--- config.mk ---
export PLATFORM = sky130hd
export DESIGN_NAME = cwpb_divider
export DESIGN_NICKNAME = d
export VERILOG_FILES = /design/src/cwpb_pkg.sv /design/src/cwpb_divider.sv
export SDC_FILE = /design/constraint.sdc
export NUM_CORES = 1
export LEC_CHECK = 0
export BUFFER_PORTS_ARGS = -buffer_cell sky130_fd_sc_hd__buf_4
export CAP_MARGIN = 20
export CORE_ASPECT_RATIO = 0.6
export CORE_MARGIN = 2
export CORE_UTILIZATION = 50
export DETAILED_ROUTE_END_ITERATION = 10
export GPL_ROUTABILITY_DRIVEN = 0
export GPL_TIMING_DRIVEN = 0
export MAX_ROUTING_LAYER = met4
export PLACE_DENSITY_LB_ADDON = 0.12
export SLEW_MARGIN = 20
export SYNTH_ARGS = -nofsm -noshare
export SYNTH_HDL_FRONTEND = slang
export SYNTH_SLANG_ARGS = --single-unit
export TNS_END_PERCENT = 1
--- constraint.sdc ---
create_clock -name clk -period 2.1 [get_ports clk]
set_clock_uncertainty 0.1 [all_clocks]
set_input_delay 0.105 -clock clk [delete_from_list [all_inputs] [get_ports clk]]
set_output_delay 0.105 -clock clk [all_outputs]
set_load 0.01 [all_outputs]
--- src/cwpb_pkg.sv ---
// cwpb_pkg: shared types and constants of the count weighted pixel blend unit
// used by the frame memory, the divider and the top level
package cwpb_pkg;

  localparam int CH_W  = 8;          // one color channel
  localparam int NUM_W = 16;         // blend numerator, below 256 * mix
  localparam int DIM_W = 13;         // wide enough for any frame dimension up to 4096
  localparam int CFG_W = 10;         // widest configuration register

  // configuration register indexes
  localparam logic [1:0] CFG_FRAME_WIDTH  = 2'd0;
  localparam logic [1:0] CFG_FRAME_HEIGHT = 2'd1;
  localparam logic [1:0] CFG_MIX_TOTAL    = 2'd2;

  localparam logic [9:0] FRAME_WIDTH_RST  = 10'd512;
  localparam logic [9:0] FRAME_HEIGHT_RST = 10'd512;
  localparam logic [7:0] MIX_TOTAL_RST    = 8'd5;

  // operation carried in in_tuser
  localparam logic FUNC_BLEND = 1'b0;
  localparam logic FUNC_READ  = 1'b1;

  // [2] red, [1] green, [0] blue
  typedef logic [2:0][CH_W-1:0]  rgb_t;
  typedef logic [2:0][NUM_W-1:0] num3_t;

  typedef struct packed {
    logic busy;
    logic done;
  } div_status_t;

  typedef enum logic [2:0] {
    ST_CLEAR,
    ST_IDLE,
    ST_READ,
    ST_MUL,
    ST_DIV,
    ST_DONE
  } state_t;

endpackage

--- src/cwpb_divider.sv ---
// cwpb_divider: three-lane restoring divider, one quotient bit per cycle
// depends on cwpb_pkg; numerators must be below 256 * den
module cwpb_divider (
  input  logic                  clk,
  input  logic                  rst_n,
  input  logic                  start,
  input  cwpb_pkg::num3_t       num,
  input  logic [7:0]            den,
  output cwpb_pkg::rgb_t        quot,
  output cwpb_pkg::div_status_t status
);
  import cwpb_pkg::*;

  rgb_t       rem_r, rem_nxt;
  rgb_t       sh_r, sh_nxt;     // dividend bits shift out, quotient bits shift in
  logic [2:0] cnt_r, cnt_nxt;
  logic       busy_r, busy_nxt;
  logic       done_r, done_nxt;
  logic [CH_W:0] trial [3];

  always_comb begin
    rem_nxt  = rem_r;
    sh_nxt   = sh_r;
    cnt_nxt  = cnt_r;
    busy_nxt = busy_r;
    done_nxt = 1'b0;
    for (int i = 0; i < 3; i++) begin
      trial[i] = {rem_r[i], sh_r[i][CH_W-1]};
    end
    if (start) begin
      for (int i = 0; i < 3; i++) begin
        rem_nxt[i] = num[i][NUM_W-1:CH_W];
        sh_nxt[i]  = num[i][CH_W-1:0];
      end
      cnt_nxt  = '0;
      busy_nxt = 1'b1;
    end else if (busy_r) begin
      for (int i = 0; i < 3; i++) begin
        if (trial[i] >= {1'b0, den}) begin
          rem_nxt[i] = CH_W'(trial[i] - {1'b0, den});
          sh_nxt[i]  = {sh_r[i][CH_W-2:0], 1'b1};
        end else begin
          rem_nxt[i] = trial[i][CH_W-1:0];
          sh_nxt[i]  = {sh_r[i][CH_W-2:0], 1'b0};
        end
      end
      cnt_nxt = cnt_r + 3'd1;
      if (cnt_r == 3'd7) begin
        busy_nxt = 1'b0;
        done_nxt = 1'b1;
      end
    end
  end

  always_ff @(posedge clk) begin
    if (!rst_n) begin
      cnt_r  <= '0;
      busy_r <= 1'b0;
      done_r <= 1'b0;
    end else begin
      cnt_r  <= cnt_nxt;
      busy_r <= busy_nxt;
      done_r <= done_nxt;
    end
  end

  always_ff @(posedge clk) begin
    rem_r <= rem_nxt;
    sh_r  <= sh_nxt;
  end

  assign quot        = sh_r;
  assign status.busy = busy_r;
  assign status.done = done_r;

endmodule

# After elaboration in Yosys (flattened, before gate mapping)
# Index checks and enable logic that the tools add are counted.
dict set report op_classes {
  add_sub_neg 4
  magnitude_cmp 3
  eq_ne 1
  n_mux 14
  bitwise_logic 2
  reduce_logical 3
}
# operator count
set ops {}
lappend ops {{2-to-1 mux 24 bit} 4}
lappend ops {{>= comparator 9 x 8 -> 1 bit} 3}
lappend ops {{2-to-1 mux 8 bit} 3}
lappend ops {{subtractor 8 bit} 3}
lappend ops {{2-to-1 mux 1 bit} 7}
lappend ops {{adder 3 x 1 -> 3 bit (second input constant)} 1}
lappend ops {{equality test 3 bit (second input constant)} 1}
lappend ops {{OR reduction 3 bit} 1}
lappend ops {{NOT 1 bit} 2}
lappend ops {{nonzero test 2 bit} 1}
lappend ops {{OR reduction 2 bit} 1}
dict set report totals {
  regBits 53
  inputBits 59
  output_inout_bits 26
  elab_cells 36
}

# Logic depth before layout (Yosys ltp)
dict set report logic_depth {
  ltp_word 4
  ltp_mapped 9
  ltp_nobuf 8
}

# Worst setup path after synthesis
# No wires, ideal clock.
dict set report synth_timing {
  path_type {reg-to-reg}
  from {register sh_r (netlist bit quot[7])}
  to {register rem_r[6] (netlist name), data pin}
  setup_ns 0.271
  t_arrival_ns 1.870
  t_required_ns 1.729
  path_slack_ns -0.140
  path_stages_with_launch 9
  n_path_buf 0
  synth_period_minus_slack_ns 2.240
  path_cell_list {edfxtp_1 > inv_1 > ha_1 > fa_1 > nor2b_1 > o31a_1 > o21ai_0 > a2111oi_0 > nor3b_1}
}
# element line
set synth_rtl {}
lappend synth_rtl {{start, declared} cwpb_divider.sv:15} ;# rgb_t sh_r, sh_nxt;
lappend synth_rtl {{start signal, assigned} cwpb_divider.sv:69} ;# sh_r <= sh_nxt;
lappend synth_rtl {{end signal, assigned} cwpb_divider.sv:68} ;# rem_r <= rem_nxt;
lappend synth_rtl {{end, declared} cwpb_divider.sv:14} ;# rgb_t rem_r, rem_nxt;

==> impl_metrics.env <==
export IMPL_status="finished with violations"
export IMPL_violations="setup timing"
export IMPL_synth_edf_count=48
export IMPL_muxShareOfSynthArea=0.0988
export IMPL_clk_latency_ns=0.30
export IMPL_synthTopCellsByArea="edfxtp_1 (38%), ha_1 (8.6%), mux2_2 (7.8%)"
export IMPL_setup_viol=23
export IMPL_ys_seq_area_frac=0.408
export IMPL_firstDrtPassIters=4
export IMPL_endpoint_kind="register"
export IMPL_placed_area_sq_um=4540
export IMPL_grt_max_degree=49
export IMPL_syn_inst=359
export IMPL_worstPathMaxFanout=6
export IMPL_fin_area_sq_um=5250
export IMPL_cts_clk_slew_worst_paths_ns=0.07
export IMPL_drtIter0Drc=289
export IMPL_seqCellArea_sq_um=1540
export IMPL_ys_flop_type="edfxtp_1"
export IMPL_ys_seq_elements=53
export IMPL_grt_pass1_wl_um=14900
export IMPL_worst_path_buf_inv=2
export IMPL_syn_num_nets=447
export IMPL_cp_slowest_cell="edfxtp_1"
export IMPL_cts_tree="yes"
export IMPL_finalMaxSlewViolations=0
export IMPL_mostFrequentLayoutCell="buf_4"
export IMPL_clock_fmax_mhz=435
export IMPL_track_usage=0.244
export IMPL_slew_headroom=0.518
export IMPL_power_total_mw=4.49
export IMPL_cp_top_family="compound AO/OA/AOI/OAI gates"
export IMPL_final_cell_mix="buf_4 (102), edfxtp_1 (48), nand2_1 (26)"
export IMPL_cpPeakStageDelay_ns=0.44
export IMPL_syn_avg_cell_area_sq_um=10.5
export IMPL_avgViaCountPerCell=5.75
export IMPL_place_ws_ns=-0.422
export IMPL_drc=0
export IMPL_vdd_ir_drop_max_mv=0.481
export IMPL_synth_top_family_by_area="compound AO/OA/AOI/OAI gates"
export IMPL_timing_hold_violations_final=0
export IMPL_cts_buffer_depth=2
export IMPL_worst_pin_slew_ns=0.722
export IMPL_hold_path_startpoint="num[9]"
export IMPL_setup_ws_ns=-0.198
export IMPL_dp_hpwl_um=6990
export IMPL_crit_arrival_ns=2.35
export IMPL_die_h_um=71.3
export IMPL_num_rows=24
export IMPL_cts_sinks=53
export IMPL_ctsHtreeMaxLevel=2
export IMPL_start_util=0.517
export IMPL_maxCapViolCount=0
export IMPL_synth_cell_types=60
export IMPL_power_leakage_nw=2.09
export IMPL_worstReg2RegStart="rem_r[13]"
export IMPL_drive_gt1_frac=0.397
export IMPL_finalCoreUtilization=0.719
export IMPL_multi_input_area_sq_um=2390
export IMPL_ant_nets=0
export IMPL_synth_simple_area_share=0.140
export IMPL_finalNetCount=561
export IMPL_synthToLayoutAreaGrowth_pct=39.0
export IMPL_routed_wl_um=10100
export IMPL_startpoint="rem_r[13]"
export IMPL_cts_buffers=5
export IMPL_synth_area_sq_um=3770
export IMPL_core_area_sq_um=7300
export IMPL_grt_ovfl_total=0
export IMPL_synth_adder_area_share=0.102
export IMPL_synth_compound_area_share=0.186
export IMPL_start_kind="register"
export IMPL_synth_xor_area_share=0.0209
export IMPL_hold_class="input pin to register"
export IMPL_synth_top_area_share=0.382
export IMPL_worstPathCellList="ha_4 > nand3_4 > or2_4 > o221a_4 > buf_6 > buf_12 > a221o_1 > a31oi_1"
export IMPL_die_w_um=116
export IMPL_yosysTopAreaCell="edfxtp_1"
export IMPL_synthArstFlopShare=0
export IMPL_finalCritPeriodShare=1.09
export IMPL_grt_pass1_vias=2960
export IMPL_rsz0062_at_grt="true"
export IMPL_root_buffer="clkbuf_16"
export IMPL_yosysWarnings=0
export IMPL_n_fill_cell=532
export IMPL_vias=3322
export IMPL_pwr_density_cell_nw_per_um2=856
export IMPL_path_class="register to register"
export IMPL_cp_required_ns=2.16
export IMPL_period_needed_ns=2.30
export IMPL_grt_antenna_before_repair=0
export IMPL_diodes=0
export IMPL_ios=85
export IMPL_die_area_sq_um=8280
export IMPL_port_buffers=83
export IMPL_wl_per_cell_um=17.6
## report_power, final
part           switching [mW]  internal, mW
registers               0.124          1.37
clock network           0.398         0.596
logic                   0.971          1.03
## timing repair
item	in CTS	in global routing
pin swaps	9	13
hold buffers	6	0
cloned	0	0
gates resized for setup	31	34
endpoints found under the setup margin	27	24
hold endpoints to repair	6	0
buffers inserted	3	16
## path summary, 6_finish.rpt
| path | to | slack (ns) | depth (start not counted) |
|---|---|---|---|
| hold reg to reg | cnt_r[1] | 0.41 | 2 |
| setup reg to reg | rem_r[15] | -0.20 | 8 |
| hold / removal | rem_r[1] | 0.006 | 2 |
| setup / recovery | rem_r[15] | -0.20 | 8 |
## synth_stat cells (5+ instances only)
cell      number
ha_1          26
nand2_1       27
clkbuf_1       7
nor2b_1       19
o311ai_0       6
nand3b_1       5
nor2_1        17
mux2_2        26
mux2i_1        8
o21ai_0       11
a21o_1         6
o31a_1         5
xnor2_1        6
nand2b_1       6
a21oi_1       21
dfxtp_1        5
o21a_1         7
edfxtp_1      48
inv_1         21
o31ai_1        5
## registers in the layout, indices dropped and copies added (netlist names)
signal / cells
busy_r: 1
cnt_r: 3
done_r: 1
quot: 24
rem_r: 24
## cell type report
| class | instances | share of cell area |
|---|---|---|
| clock inverters | 2 | 0.00716 |
| flip-flops and latches | 53 | 0.294 |
| clock buffers | 6 | 0.0265 |
| inverters | 21 | 0.0150 |
| repair buffers | 108 | 0.161 |
| multi-input cells | 269 | 0.456 |
| plain buffers | 15 | 0.0157 |
| well taps | 104 | 0.0248 |
## through the flow
| step | setup TNS, ns | cells | hold slack (ns) |
|---|---|---|---|
| floorplan | -0.993 | 359 | 0.123 |
| global placement | -32.30 | 546 | 0.222 |
| detailed placement | -15.30 | 546 | 0.229 |
| CTS | -4.32 | 563 | 0.000130 |
| global route | -4.79 | 578 | 0.00850 |
| finish | -3.05 | 578 | 0.00619 |
## routing by layer
metal	vias to the layer above	global-route usage	wire, um
li1	1593	-	-
met1	1580	0.358	4800
met2	136	0.342	4440
met3	13	0.0533	810
met4	0	0.0661	98
met5	-	-	0
## kinds of logic after synthesis
| logic type | Yosys count |
|---|---|
| AO/OA/AOI/OAI | 97 |
| multiplexers | 34 |
| XOR/XNOR | 9 |
| AND/OR/NAND/NOR | 100 |
| adder cells (fa/ha/maj) | 29 |
| flip-flops | 53 |
| buffers and inverters | 37 |
No activity file was read; power rests on OpenSTA's default activity.
